[src/rtl/core/load_cell_outlier_average_unit_defines.svh]
// Assertion macros shared by the load cell outlier average unit
`ifndef LOAD_CELL_OUTLIER_AVERAGE_UNIT_DEFINES_SVH
`define LOAD_CELL_OUTLIER_AVERAGE_UNIT_DEFINES_SVH

// Same-cycle implication, disabled during reset
`define LCOA_ASSERT_NOW(label, clk, rst_n, ante, cons, msg) \
    label: assert property (@(posedge clk) disable iff (!rst_n) (ante) |-> (cons)) \
        else $error(msg);

// Next-cycle implication, disabled during reset
`define LCOA_ASSERT_NEXT(label, clk, rst_n, ante, cons, msg) \
    label: assert property (@(posedge clk) disable iff (!rst_n) (ante) |=> (cons)) \
        else $error(msg);

`endif

[src/rtl/core/lcoa_pkg.sv]
// Shared types and constants for the load cell outlier average unit
package lcoa_pkg;

    localparam int MAX_WINDOW = 16;
    localparam int SAMPLE_W   = 24;
    localparam int SLOT_W     = $clog2(MAX_WINDOW);
    localparam int LEN_W      = $clog2(MAX_WINDOW + 1);
    localparam int SUM_W      = SAMPLE_W + SLOT_W;
    localparam int PROD_W     = SAMPLE_W + 7;
    localparam int RUN_W      = 3;
    localparam int DIV_STEPS  = SUM_W;
    localparam int DIV_CNT_W  = $clog2(DIV_STEPS);

    localparam logic [RUN_W-1:0] OUTLIER_LIMIT = RUN_W'(5);
    localparam logic [6:0]       SCALE_X       = 7'd100;
    localparam logic [6:0]       SCALE_HI      = 7'd101;
    localparam logic [6:0]       SCALE_LO      = 7'd99;

    // One classified sample on its way to the back end
    typedef struct packed {
        logic signed [SAMPLE_W-1:0] sample;
        logic [PROD_W-1:0]          mag_scaled;
    } lcoa_item_t;

    // Divider request and response
    typedef struct packed {
        logic             start;
        logic             negative;
        logic [SUM_W-1:0] magnitude;
        logic [LEN_W-1:0] divisor;
    } lcoa_div_req_t;

    typedef struct packed {
        logic                       done;
        logic signed [SAMPLE_W-1:0] quotient;
    } lcoa_div_rsp_t;

    typedef enum logic [2:0] {
        ST_IDLE,
        ST_SCALE,
        ST_DECIDE,
        ST_START,
        ST_DIVIDE,
        ST_DELIVER
    } lcoa_back_state_t;

    // Magnitude of a signed sample as an unsigned value
    function automatic logic [SAMPLE_W-1:0] mag24(input logic signed [SAMPLE_W-1:0] v);
        mag24 = v[SAMPLE_W-1] ? SAMPLE_W'(-v) : SAMPLE_W'(v);
    endfunction

endpackage

[src/rtl/core/lcoa_front.sv]
// Front end: accept raw words, sign-extend and scale the sample magnitude
module lcoa_front (
    input  logic                        aclk,
    input  logic                        aresetn,
    input  logic                        s_tvalid,
    output logic                        s_tready,
    input  logic [23:0]                 s_tdata,   // [23:0] raw_word
    output logic                        push_valid,
    input  logic                        push_ready,
    output lcoa_pkg::lcoa_item_t        push_item
);

    logic                 valid_reg;
    lcoa_pkg::lcoa_item_t item_reg;
    lcoa_pkg::lcoa_item_t item_next;
    logic signed [lcoa_pkg::SAMPLE_W-1:0] sample;

    // Take a new word when the stage is empty or drains this cycle
    assign s_tready   = !valid_reg || push_ready;
    assign push_valid = valid_reg;
    assign push_item  = item_reg;

    // Classify: sign-extend and form |x| * 100
    always_comb begin
        sample               = $signed(s_tdata);
        item_next.sample     = sample;
        item_next.mag_scaled = lcoa_pkg::PROD_W'(lcoa_pkg::mag24(sample))
                             * lcoa_pkg::PROD_W'(lcoa_pkg::SCALE_X);
    end

    always_ff @(posedge aclk) begin
        if (!aresetn) begin
            valid_reg <= 1'b0;
        end else if (s_tready) begin
            valid_reg <= s_tvalid;
        end
    end

    always_ff @(posedge aclk) begin
        if (s_tvalid && s_tready) begin
            item_reg <= item_next;
        end
    end

endmodule

[src/rtl/core/lcoa_queue.sv]
// Two-entry queue between front and back ends
module lcoa_queue (
    input  logic                 aclk,
    input  logic                 aresetn,
    input  logic                 push_valid,
    output logic                 push_ready,
    input  lcoa_pkg::lcoa_item_t push_item,
    output logic                 pop_valid,
    input  logic                 pop_ready,
    output lcoa_pkg::lcoa_item_t pop_item
);

    lcoa_pkg::lcoa_item_t entry_reg [2];
    logic [1:0] count_reg;
    logic       wr_ptr_reg;
    logic       rd_ptr_reg;
    logic       do_push;
    logic       do_pop;

    assign push_ready = (count_reg != 2'd2);
    assign pop_valid  = (count_reg != 2'd0);
    assign pop_item   = entry_reg[rd_ptr_reg];
    assign do_push    = push_valid && push_ready;
    assign do_pop     = pop_valid && pop_ready;

    // Advance pointers and occupancy
    always_ff @(posedge aclk) begin
        if (!aresetn) begin
            count_reg  <= 2'd0;
            wr_ptr_reg <= 1'b0;
            rd_ptr_reg <= 1'b0;
        end else begin
            if (do_push) begin
                wr_ptr_reg <= !wr_ptr_reg;
            end
            if (do_pop) begin
                rd_ptr_reg <= !rd_ptr_reg;
            end
            priority if (do_push && !do_pop) begin
                count_reg <= count_reg + 2'd1;
            end else if (do_pop && !do_push) begin
                count_reg <= count_reg - 2'd1;
            end else begin
                count_reg <= count_reg;
            end
        end
    end

    // Hold entries
    always_ff @(posedge aclk) begin
        if (do_push) begin
            entry_reg[wr_ptr_reg] <= push_item;
        end
    end

endmodule

[src/rtl/core/lcoa_divider.sv]
// Restoring divider: window sum by window length, one quotient bit per cycle
module lcoa_divider (
    input  logic                   aclk,
    input  logic                   aresetn,
    input  lcoa_pkg::lcoa_div_req_t req,
    output lcoa_pkg::lcoa_div_rsp_t rsp
);

    logic                             busy_reg;
    logic                             done_reg;
    logic [lcoa_pkg::DIV_CNT_W-1:0]   count_reg;
    logic [lcoa_pkg::LEN_W:0]         rem_reg;
    logic [lcoa_pkg::SUM_W-1:0]       quo_reg;
    logic                             neg_reg;
    logic [lcoa_pkg::LEN_W-1:0]       div_reg;
    logic [lcoa_pkg::LEN_W:0]         rem_shift;
    logic                             fits;
    logic [lcoa_pkg::SAMPLE_W-1:0]    quo_low;

    // One restoring step
    always_comb begin
        rem_shift = {rem_reg[lcoa_pkg::LEN_W-1:0], quo_reg[lcoa_pkg::SUM_W-1]};
        fits      = (rem_shift >= {1'b0, div_reg});
    end

    // Apply the sign to the quotient magnitude
    assign quo_low      = quo_reg[lcoa_pkg::SAMPLE_W-1:0];
    assign rsp.done     = done_reg;
    assign rsp.quotient = neg_reg ? $signed(-quo_low) : $signed(quo_low);

    always_ff @(posedge aclk) begin
        if (!aresetn) begin
            busy_reg <= 1'b0;
            done_reg <= 1'b0;
        end else begin
            done_reg <= 1'b0;
            if (req.start) begin
                busy_reg <= 1'b1;
            end else if (busy_reg &&
                         count_reg == lcoa_pkg::DIV_CNT_W'(lcoa_pkg::DIV_STEPS - 1)) begin
                busy_reg <= 1'b0;
                done_reg <= 1'b1;
            end
        end
    end

    always_ff @(posedge aclk) begin
        if (req.start) begin
            count_reg <= '0;
            rem_reg   <= '0;
            quo_reg   <= req.magnitude;
            neg_reg   <= req.negative;
            div_reg   <= req.divisor;
        end else if (busy_reg) begin
            count_reg <= count_reg + 1'b1;
            rem_reg   <= fits ? rem_shift - {1'b0, div_reg} : rem_shift;
            quo_reg   <= {quo_reg[lcoa_pkg::SUM_W-2:0], fits};
        end
    end

endmodule

[src/rtl/core/lcoa_back.sv]
// Back end: outlier decision, window ring and running sum, mean and result register
`include "load_cell_outlier_average_unit_defines.svh"

module lcoa_back (
    input  logic                         aclk,
    input  logic                         aresetn,
    input  logic                         cfg_valid,
    input  logic [4:0]                   cfg_data,
    input  logic                         pop_valid,
    output logic                         pop_ready,
    input  lcoa_pkg::lcoa_item_t         pop_item,
    output lcoa_pkg::lcoa_div_req_t      div_req,
    input  lcoa_pkg::lcoa_div_rsp_t      div_rsp,
    output logic                         m_tvalid,
    input  logic                         m_tready,
    output logic [47:0]                  m_tdata,
    output logic [0:0]                   m_tuser
);

    lcoa_pkg::lcoa_back_state_t state_reg, state_next;

    logic [lcoa_pkg::LEN_W-1:0]           len_reg;
    logic [lcoa_pkg::LEN_W-1:0]           len_next;
    logic [lcoa_pkg::SLOT_W-1:0]          slot_reg;
    logic [lcoa_pkg::RUN_W-1:0]           run_reg;
    logic [lcoa_pkg::MAX_WINDOW-1:0]      valid_reg;
    logic signed [lcoa_pkg::SAMPLE_W-1:0] store_reg [lcoa_pkg::MAX_WINDOW];
    logic signed [lcoa_pkg::SUM_W-1:0]    sum_reg;
    logic signed [lcoa_pkg::SAMPLE_W-1:0] mean_reg;
    lcoa_pkg::lcoa_item_t                 item_reg;
    logic                                 acc_reg;
    logic [lcoa_pkg::PROD_W-1:0]          hi_reg;
    logic [lcoa_pkg::PROD_W-1:0]          lo_reg;

    logic                                 out_valid_reg;
    logic signed [lcoa_pkg::SAMPLE_W-1:0] out_sample_reg;
    logic signed [lcoa_pkg::SAMPLE_W-1:0] out_mean_reg;
    logic                                 out_acc_reg;

    logic                                 load_out;
    logic                                 start_div;
    logic                                 outlier;
    logic [lcoa_pkg::RUN_W-1:0]           run_inc;
    logic                                 keep;
    logic signed [lcoa_pkg::SAMPLE_W-1:0] old_entry;
    logic [lcoa_pkg::LEN_W-1:0]           slot_inc;
    logic [lcoa_pkg::SAMPLE_W-1:0]        mean_mag;

    // Saturate the written window length
    assign len_next = (cfg_data > lcoa_pkg::LEN_W'(lcoa_pkg::MAX_WINDOW))
                    ? lcoa_pkg::LEN_W'(lcoa_pkg::MAX_WINDOW) : cfg_data;

    // Next state
    always_comb begin
        state_next = state_reg;
        unique case (state_reg)
            lcoa_pkg::ST_IDLE:    if (pop_valid) state_next = lcoa_pkg::ST_SCALE;
            lcoa_pkg::ST_SCALE: begin
                state_next = (len_reg == '0) ? lcoa_pkg::ST_DELIVER : lcoa_pkg::ST_DECIDE;
            end
            lcoa_pkg::ST_DECIDE:  state_next = lcoa_pkg::ST_START;
            lcoa_pkg::ST_START:   state_next = lcoa_pkg::ST_DIVIDE;
            lcoa_pkg::ST_DIVIDE:  if (div_rsp.done) state_next = lcoa_pkg::ST_DELIVER;
            lcoa_pkg::ST_DELIVER: if (load_out) state_next = lcoa_pkg::ST_IDLE;
            default:              state_next = lcoa_pkg::ST_IDLE;
        endcase
    end

    // State outputs
    always_comb begin
        pop_ready = 1'b0;
        start_div = 1'b0;
        load_out  = 1'b0;
        unique case (state_reg)
            lcoa_pkg::ST_IDLE:    pop_ready = 1'b1;
            lcoa_pkg::ST_START:   start_div = 1'b1;
            lcoa_pkg::ST_DELIVER: load_out  = !out_valid_reg || m_tready;
            default: ;
        endcase
    end

    // Outlier decision against the pre-update mean
    always_comb begin
        outlier   = (item_reg.mag_scaled > hi_reg) || (item_reg.mag_scaled < lo_reg);
        run_inc   = run_reg + 1'b1;
        keep      = !outlier || (run_inc >= lcoa_pkg::OUTLIER_LIMIT);
        old_entry = valid_reg[slot_reg] ? store_reg[slot_reg] : '0;
        slot_inc  = {1'b0, slot_reg} + 1'b1;
        mean_mag  = lcoa_pkg::mag24(mean_reg);
    end

    // Divider request from the updated sum
    always_comb begin
        div_req.start     = start_div;
        div_req.negative  = sum_reg[lcoa_pkg::SUM_W-1];
        div_req.magnitude = sum_reg[lcoa_pkg::SUM_W-1] ? lcoa_pkg::SUM_W'(-sum_reg)
                                                       : lcoa_pkg::SUM_W'(sum_reg);
        div_req.divisor   = len_reg;
    end

    assign m_tvalid   = out_valid_reg;
    assign m_tdata    = {out_mean_reg, out_sample_reg};
    assign m_tuser[0] = out_acc_reg;

    // Control state, window bookkeeping and config clear
    always_ff @(posedge aclk) begin
        if (!aresetn) begin
            state_reg     <= lcoa_pkg::ST_IDLE;
            len_reg       <= '0;
            slot_reg      <= '0;
            run_reg       <= '0;
            valid_reg     <= '0;
            sum_reg       <= '0;
            mean_reg      <= '0;
            out_valid_reg <= 1'b0;
        end else begin
            state_reg <= state_next;
            if (cfg_valid) begin
                len_reg   <= len_next;
                slot_reg  <= '0;
                valid_reg <= '0;
                sum_reg   <= '0;
                mean_reg  <= '0;
            end else if (state_reg == lcoa_pkg::ST_DECIDE) begin
                if (keep) begin
                    run_reg             <= '0;
                    valid_reg[slot_reg] <= 1'b1;
                    sum_reg             <= sum_reg - lcoa_pkg::SUM_W'(old_entry)
                                         + lcoa_pkg::SUM_W'(item_reg.sample);
                    slot_reg            <= (slot_inc >= len_reg) ? '0
                                         : slot_inc[lcoa_pkg::SLOT_W-1:0];
                end else begin
                    run_reg <= run_inc;
                end
            end else if (state_reg == lcoa_pkg::ST_DIVIDE && div_rsp.done) begin
                mean_reg <= div_rsp.quotient;
            end
            if (load_out) begin
                out_valid_reg <= 1'b1;
            end else if (m_tready) begin
                out_valid_reg <= 1'b0;
            end
        end
    end

    // Datapath registers
    always_ff @(posedge aclk) begin
        if (pop_valid && pop_ready) begin
            item_reg <= pop_item;
            acc_reg  <= 1'b0;
        end
        if (state_reg == lcoa_pkg::ST_SCALE) begin
            hi_reg <= lcoa_pkg::PROD_W'(mean_mag) * lcoa_pkg::PROD_W'(lcoa_pkg::SCALE_HI);
            lo_reg <= lcoa_pkg::PROD_W'(mean_mag) * lcoa_pkg::PROD_W'(lcoa_pkg::SCALE_LO);
        end
        if (state_reg == lcoa_pkg::ST_DECIDE) begin
            acc_reg <= keep;
            if (keep) begin
                store_reg[slot_reg] <= item_reg.sample;
            end
        end
        if (load_out) begin
            out_sample_reg <= item_reg.sample;
            out_mean_reg   <= mean_reg;
            out_acc_reg    <= acc_reg;
        end
    end

    `LCOA_ASSERT_NOW(a_slot_in_window, aclk, aresetn, len_reg != '0,
        {1'b0, slot_reg} < len_reg, "write slot outside window")
    `LCOA_ASSERT_NOW(a_run_bounded, aclk, aresetn, 1'b1,
        run_reg < lcoa_pkg::OUTLIER_LIMIT, "outlier run past limit")
    `LCOA_ASSERT_NOW(a_done_in_divide, aclk, aresetn, div_rsp.done,
        state_reg == lcoa_pkg::ST_DIVIDE, "divider finished outside divide state")
    `LCOA_ASSERT_NOW(a_disabled_result, aclk, aresetn, load_out && len_reg == '0,
        !acc_reg && mean_reg == '0, "disabled window gave nonzero result")
    `LCOA_ASSERT_NEXT(a_cfg_clears, aclk, aresetn, cfg_valid,
        sum_reg == '0 && mean_reg == '0 && slot_reg == '0, "config did not clear window")

endmodule

[src/rtl/core/load_cell_outlier_average_unit.sv]
// Load cell moving average with outlier rejection, top level
// Path from input word to result word: front stage, queue, scale, decide, divider
//   start, restoring divide, result register (length 0: scale, then result).
// The back end takes one word at a time; later words wait in the front and queue.
// Reset (aresetn low, synchronous): window length 0, window empty, slot and
//   outlier run zero, no result pending; a length write empties the window.
module load_cell_outlier_average_unit (
    input  logic        aclk,
    input  logic        aresetn,
    input  logic        cfg_valid,
    output logic        cfg_ready,
    input  logic [4:0]  cfg_data,   // [4:0] window_length
    input  logic        s_tvalid,
    output logic        s_tready,
    input  logic [23:0] s_tdata,    // [23:0] raw_word
    output logic        m_tvalid,
    input  logic        m_tready,
    output logic [47:0] m_tdata,    // [23:0] sample_value, [47:24] window_mean
    output logic [0:0]  m_tuser     // [0] accepted
);

    logic                    push_valid;
    logic                    push_ready;
    lcoa_pkg::lcoa_item_t    push_item;
    logic                    pop_valid;
    logic                    pop_ready;
    lcoa_pkg::lcoa_item_t    pop_item;
    lcoa_pkg::lcoa_div_req_t div_req;
    lcoa_pkg::lcoa_div_rsp_t div_rsp;

    assign cfg_ready = 1'b1;

    lcoa_front u_front (
        .aclk       (aclk),
        .aresetn    (aresetn),
        .s_tvalid   (s_tvalid),
        .s_tready   (s_tready),
        .s_tdata    (s_tdata),
        .push_valid (push_valid),
        .push_ready (push_ready),
        .push_item  (push_item)
    );

    lcoa_queue u_queue (
        .aclk       (aclk),
        .aresetn    (aresetn),
        .push_valid (push_valid),
        .push_ready (push_ready),
        .push_item  (push_item),
        .pop_valid  (pop_valid),
        .pop_ready  (pop_ready),
        .pop_item   (pop_item)
    );

    lcoa_divider u_divider (
        .aclk    (aclk),
        .aresetn (aresetn),
        .req     (div_req),
        .rsp     (div_rsp)
    );

    lcoa_back u_back (
        .aclk      (aclk),
        .aresetn   (aresetn),
        .cfg_valid (cfg_valid && cfg_ready),
        .cfg_data  (cfg_data),
        .pop_valid (pop_valid),
        .pop_ready (pop_ready),
        .pop_item  (pop_item),
        .div_req   (div_req),
        .div_rsp   (div_rsp),
        .m_tvalid  (m_tvalid),
        .m_tready  (m_tready),
        .m_tdata   (m_tdata),
        .m_tuser   (m_tuser)
    );

endmodule
[config.mk]
export PLATFORM = sky130hd
export DESIGN_NAME = load_cell_outlier_average_unit
export DESIGN_NICKNAME = d
export VERILOG_FILES = /design/src/rtl/core/lcoa_pkg.sv /design/src/rtl/core/lcoa_front.sv /design/src/rtl/core/lcoa_queue.sv /design/src/rtl/core/lcoa_divider.sv /design/src/rtl/core/lcoa_back.sv /design/src/rtl/core/load_cell_outlier_average_unit.sv
export VERILOG_INCLUDE_DIRS = /design/src /design/src/rtl/core
export SDC_FILE = /design/constraint.sdc
export NUM_CORES = 2
export LEC_CHECK = 0
export ABC_CLOCK_PERIOD_IN_PS = 6800
export BUFFER_PORTS_ARGS = -buffer_cell sky130_fd_sc_hd__buf_2
export CAP_MARGIN = 25
export CORE_UTILIZATION = 30
export CTS_CLUSTER_DIAMETER = 50
export DETAILED_ROUTE_END_ITERATION = 7
export PLACE_DENSITY_LB_ADDON = 0.1
export SETUP_SLACK_MARGIN = 0.4
export SYNTH_ARGS = -nofsm -noshare
export SYNTH_HDL_FRONTEND = slang
export SYNTH_SLANG_ARGS = --single-unit
[constraint.sdc]
create_clock -name aclk -period 6.8 [get_ports aclk]
set_clock_uncertainty 0.05 [all_clocks]
set_input_delay 1.02 -clock aclk [delete_from_list [all_inputs] [get_ports aclk]]
set_output_delay 1.02 -clock aclk [all_outputs]
set_load 0.02 [all_outputs]
# == Word level (Yosys, flattened, before mapping) ==
# Memory sizes are Yosys's and may differ from the RTL's. A register that Yosys moved wholly into a read port is not among the register bits.
# Index checks and enable logic that the tools add are counted.
# totals
output_inout_bits,52
elab_cells,139
n_memories,2
input_bits,34
ff_bits,331
ramBits,490
# op_classes
n_mul,3
add_sub_neg,12
n_eq_ne,10
n_mux,39
n_reduce_logical,33
order_cmp,8
bitwise,4
# memory_table
memory,depth,word_bits,rd,rd_ports_with_merged_regs,wr,line,rtl
u_back.store_reg,16,24,1,1,1,lcoa_back.sv:27,logic signed [lcoa_pkg::SAMPLE_W-1:0] store_reg [lcoa_pkg::MAX_WINDOW];
u_queue.entry_reg,2,53,1,1,1,lcoa_queue.sv:13,lcoa_pkg::lcoa_item_t entry_reg [2];
# ops
cell,n
2-to-1 mux 24 bit,4
2-to-1 mux 28 bit,3
negator 24 bit,3
multiplier 24 x 7 -> 31 bit (second input constant),2
> comparator 31 bit,1
less-than comparator 31 bit,1
multiplier 24 x 5 -> 29 bit (second input constant),1
adder 28 x 24 -> 28 bit,1
negator 28 bit,1
subtractor 28 x 24 -> 28 bit,1
one-hot mux 3 bit (6 select lines),1
2-to-1 mux 1 bit,17
OR 16 bit,1
2-to-1 mux 3 bit,5
2-to-1 mux 4 bit,3
nonzero test 2 bit,6
2-to-1 mux 5 bit,2
logical AND 1 bit,8
logical NOT 1 bit,7
== test 3 x 2 -> 1 bit (second input constant),2
== test 3 bit (second input constant),2
>= comparator 6 x 5 -> 1 bit,1
AND reduction 2 bit,3
adder 4 x 1 -> 5 bit (second input constant),1
other kinds (23),32

# == Longest topological paths before layout ==
# logic_depth
depth_word,7
ltp_mapped,26
ltp_nobuf,26

# == Hierarchy ==
# From an unflattened synthesis, not the netlist that was laid out.
# hier_totals
cells_unflattened,3484
area_unflattened_um2,45637.5
# modules_own_cells
module,n_inst,area_each_um2,seq_area_each_um2,cells_per_inst
lcoa_back,1,34040.1,18277.5,2598
lcoa_front,1,4800.9,1581.5,465
lcoa_queue,1,4207.8,3403.3,195
lcoa_divider,1,2577.5,1261.2,224
load_cell_outlier_average_unit,1,11.3,0.0,2

# == Worst setup path before layout ==
# OpenSTA, ideal clock, no wires.
# synth_timing
path_type,register -> register
start,register u_back.mean_reg[5] in the netlist's numbering
end,register u_back.lo_reg[29] in the netlist's numbering (data pin)
path_stages_with_launch,26
arrival_ps,5448
setup_slack_ps,1042
path_buffers,1
setup_ps,259
required_time_ps,6491
synth_period_minus_slack_ps,5758
cell_sequence,dfxtp_1 > clkbuf_1 > nor3_1 > nand2b_1 > nor3_2 > nand3_1 > o31ai_1 > xnor2_1 > ha_1 > ha_1 > xor2_1 > ha_1 > inv_1 > fa_1 > inv_1 > ha_1 > and3_1 > a221oi_1 > o21bai_1 > a21o_1 > a21oi_1 > o21ai_1 > a311oi_1 > o31ai_1 > a21oi_1 > xnor2_1
# synth_via
elab_chain_len,3
# synth_lines
element,line,rtl
from (decl),lcoa_back.sv:29,logic signed [lcoa_pkg::SAMPLE_W-1:0] mean_reg;
from (signal assigned),lcoa_back.sv:136,mean_reg <= div_rsp.quotient;
negator 24 bit,lcoa_pkg.sv:49,mag24 = v[SAMPLE_W-1] ? SAMPLE_W'(-v) : SAMPLE_W'(v);
2-to-1 mux 24 bit (*),lcoa_pkg.sv:49,
multiplier 24 x 7 -> 31 bit (*),lcoa_back.sv:154,lo_reg <= lcoa_pkg::PROD_W'(mean_mag) * lcoa_pkg::PROD_W'(lcoa_pkg::SCALE_LO);
to (signal assigned),lcoa_back.sv:154,
to (decl),lcoa_back.sv:33,logic [lcoa_pkg::PROD_W-1:0] lo_reg;
# Mark *: on every way between the ends. The rest lies on a longest branch, timed or not.
# A chain may end at the register's enable or synchronous reset.

# == Worst setup path in the final report ==
# layout_timing
start,register u_back.mean_reg[6] in the netlist's numbering
end,register u_back.lo_reg[29] in the netlist's numbering (data pin)
# Same word-level chain as after synthesis.

==> run_results.csv <==
group,metric,value,unit
yosys,synth_nets,3808,
clock_tree,clkTransAtPathRegs,0.06,ns
floorplan,dieArea,149000,um^2
final_layout,final_cell_mix,"737 x edfxtp_1, 455 x inv_1, 346 x ha_1",
drt,route.detailed.drc,0,
yosys,synth_edf_count,737,
timing,relSlewSlack,0.363,
yosys,synth.avg_cell_area,13.3,um^2
yosys,async_reset_ff_frac,0,
timing,whs,0.390,ns
final_layout,layout_commonest_cell,"edfxtp_1",
clock_tree,hold_buffers,0,
final_layout,drive_above_1_share,0.167,
final_layout,fill_cells,14400,
yosys,ys.flop_type,"edfxtp_1",
clock_tree,cts_buffers,109,
global_route,grt_pass1_wl,175000,um
drt,post_drt_wl_per_cell,21.1,um
worst_setup_path,critPathMaxFanout,6,
drt,drtIter0Drc,1546,
drt,wl_met3,4150,um
drt,routed.top_layer,"met4",
drt,firstDrtPassIters,5,
yosys,yosys_register_bits,842,
clock_tree,cts_tree,"yes",
floorplan,start_util,0.303,
timing,fin_crit_sh,0.885,
worst_setup_path,critPathMostFrequentCell,"ha_1",
yosys,synth_warnings,0,
timing,finalSetupViolations,0,
drt,vias_per_cell,4.67,
final_layout,regArea,24200,um^2
final_layout,largest_reg_flops,384,
global_route,grt_max_degree,62,
worst_setup_path,critPathSlowestCell,"fa_1",
yosys,synth_cell_type_count,79,
worst_setup_path,path_cells,"nor3_2 > nand2b_1 > nor3_4 > nand3_1 > o31ai_4 > xnor2_2 > ha_1 > ha_1 > xor2_1 > ha_1 > inv_1 > fa_1 > inv_1 > ha_1 > and3_1 > a221oi_1 > o21bai_1 > a21o_1 > a21oi_1 > o21ai_1 > a311oi_2 > o31ai_1 > a21oi_1 > xnor2_1",
worst_setup_path,r2r_slack,0.78,ns
place,place_congestion,0.768,
timing,period_needed,6.02,ns
floorplan,rows,140,
worst_setup_path,arrival,6.39,ns
clock_tree,cts_buffer_depth,3,
final_layout,multiInputGateArea,18200,um^2
worst_setup_path,end_kind,"register",
drt,routed-wl-met2,50500,um
pwr,leakagePower,20.6,nW
timing,rsz0062_at_grt,"yes",
global_route,antenna_found_initial,8,
place,placed_area,47500,um^2
global_route,grt_overflow,0,
worst_setup_path,critPathLaunchType,"register",
floorplan,die_y,386,um
pwr,ir_worst_vdd,0.000211,V
timing,fin_setup_tns,0,ns
floorplan,core_area,146000,um^2
final_layout,finish.instance_area,51300,um^2
worst_setup_path,cp_slowest_stage_delay,0.51,ns
timing,worstMarginPinSlew,0.953,ns
yosys,netlist_area,44300,um^2
status,outcome,"complete, no violations",
yosys,syn_inst,3333,
yosys,yosysSeqAreaShare,0.547,
timing,finalMaxSlewViolations,0,
floorplan,die_x,386,um
worst_setup_path,cp.required,7.17,ns
place,dp_hpwl,81600,um
timing,fmax,0.166,GHz
floorplan,io_pins,86,
clock_tree,clock_tree.root_cell,"clkbuf_16",
place,io_buffers,84,
clock_tree,cts.sinks,842,
timing,hold_viol,0,
global_route,grt_pass1_vias,26400,
drt,wl_met1,60100,um
global_route,grt_use_total,0.159,
run,maxCapViolCount,0,
clock_tree,cts.htree.levels,3,
hold_path,hold_class,"reg -> reg",
drt,num_vias,25800,
final_layout,final_util,0.351,
pwr,p_per_area,326,nW/um^2
drt,wirelength,117000,um
worst_setup_path,critical_path_class,"reg -> reg",
drt,antenna_left,0,
final_layout,syn_to_final_growth,16.0,%
clock_tree,insertion_delay,0.74,ns
final_layout,layout.nets,3995,
==> timing repair <==
item,CTS,global route
buffers inserted,0,3
resized for setup,2,22
endpoints found under the setup margin,2,9
pin swaps,0,2
==> per-layer routing <==
layer  up-vias  track usage
met1     12800        0.241
met2       426        0.237
met5         -            0
met4         0       0.0330
met3       139       0.0238
li1      12500            -
==> power breakdown <==
part	switching (mW)	total [mW]	leakage, nW	internal [mW]
sequential	0.466	7.11	7.61	6.64
clock	2.39	5.71	1.79	3.32
combinational	2.41	3.91	11.2	1.50
==> cells in the mapped netlist, drive strengths merged (6+ instances only) <==
cell type | number | share of area
inv | 457 | 0.039
fa | 95 | 0.043
mux2i | 12 | 0.0027
nand3 | 35 | 0.0040
and2 | 14 | 0.0020
o21a | 32 | 0.0054
or4 | 11 | 0.0019
nand2 | 134 | 0.011
o211ai | 11 | 0.0020
dfxtp | 105 | 0.047
ha | 346 | 0.098
nand2b | 29 | 0.0041
o31ai | 29 | 0.0049
nand3b | 11 | 0.0019
o21bai | 9 | 0.0015
o22ai | 6 | 0.00085
clkbuf | 80 | 0.0068
xor2 | 85 | 0.017
or3 | 18 | 0.0025
o21ai | 148 | 0.017
a21boi | 11 | 0.0019
a2111oi | 6 | 0.0018
o41ai | 13 | 0.0032
nand4 | 20 | 0.0028
or2 | 7 | 0.00099
buf | 12 | 0.0013
nor3 | 30 | 0.0035
and3 | 13 | 0.0018
mux2 | 54 | 0.014
mux4 | 123 | 0.063
a21oi | 133 | 0.015
xnor2 | 145 | 0.029
a31oi | 7 | 0.00099
a21o | 86 | 0.015
nor2 | 135 | 0.012
a211oi | 37 | 0.0064
nor4 | 10 | 0.0016
edfxtp | 737 | 0.50
nor2b | 45 | 0.0064
==> logic make-up (layout without fill, tap and decap cells) <==
logic type,after synthesis,after routing,synth area share
DFF,842,842,0.547
AOI/OAI and AO/OA,558,558,0.0820
buffers and inverters,549,831,0.0468
and+or+nand+nor,523,523,0.0586
adders and majority gates,441,441,0.141
xor gates and xnor gates,230,230,0.0455
muxes,189,189,0.0790
other,1,2,0.0000847
==> path summary, 6_finish.rpt <==
| path | startpoint | end | cells after the start |
|---|---|---|---|
| worst max register to register | u_back.mean_reg[6]$_SDFFE_PP0P_ | u_back.lo_reg[29]$_DFFE_PN_ | 24 |
| worst min-delay path | u_front.push_item[33]$_DFFE_PP_ | u_queue.entry_reg[0][31]$_DFFE_PP_ | 0 |
| worst min register to register | u_front.push_item[33]$_DFFE_PP_ | u_queue.entry_reg[0][31]$_DFFE_PP_ | 0 |
| worst max-delay path | u_back.mean_reg[6]$_SDFFE_PP0P_ | u_back.lo_reg[29]$_DFFE_PN_ | 24 |
==> layout make-up <==
type	instances	share of cell area
clock inverter	77	0.0145
sequential	842	0.472
multi-input combinational	1942	0.355
antenna	1	0.0000487
timing repair buffer	168	0.0213
tap	1917	0.0467
inverter	457	0.0334
clock buffer	129	0.0568
==> worst max-delay path: cells and delay by family (launching register included) <==
family | cells | cell delay [ns]
DFF | 1 | 0.37
buffers and inverters | 2 | 0.10
and+or+nand+nor | 5 | 0.96
AOI/OAI and AO/OA | 9 | 1.90
adders and majority gates | 5 | 1.85
xor gates and xnor gates | 3 | 0.51
==> metrics by stage <==
stage	total power, mW	worst slack (ns)	instances
floorplan	9.75	1.04	3333
global placement	11.2	0.469	5321
detailed placement	11.2	0.369	5323
CTS	17.0	0.413	5529
global route	17.7	0.325	5532
finish	16.7	0.783	5533
No activity file was read; power rests on OpenSTA's default activity.
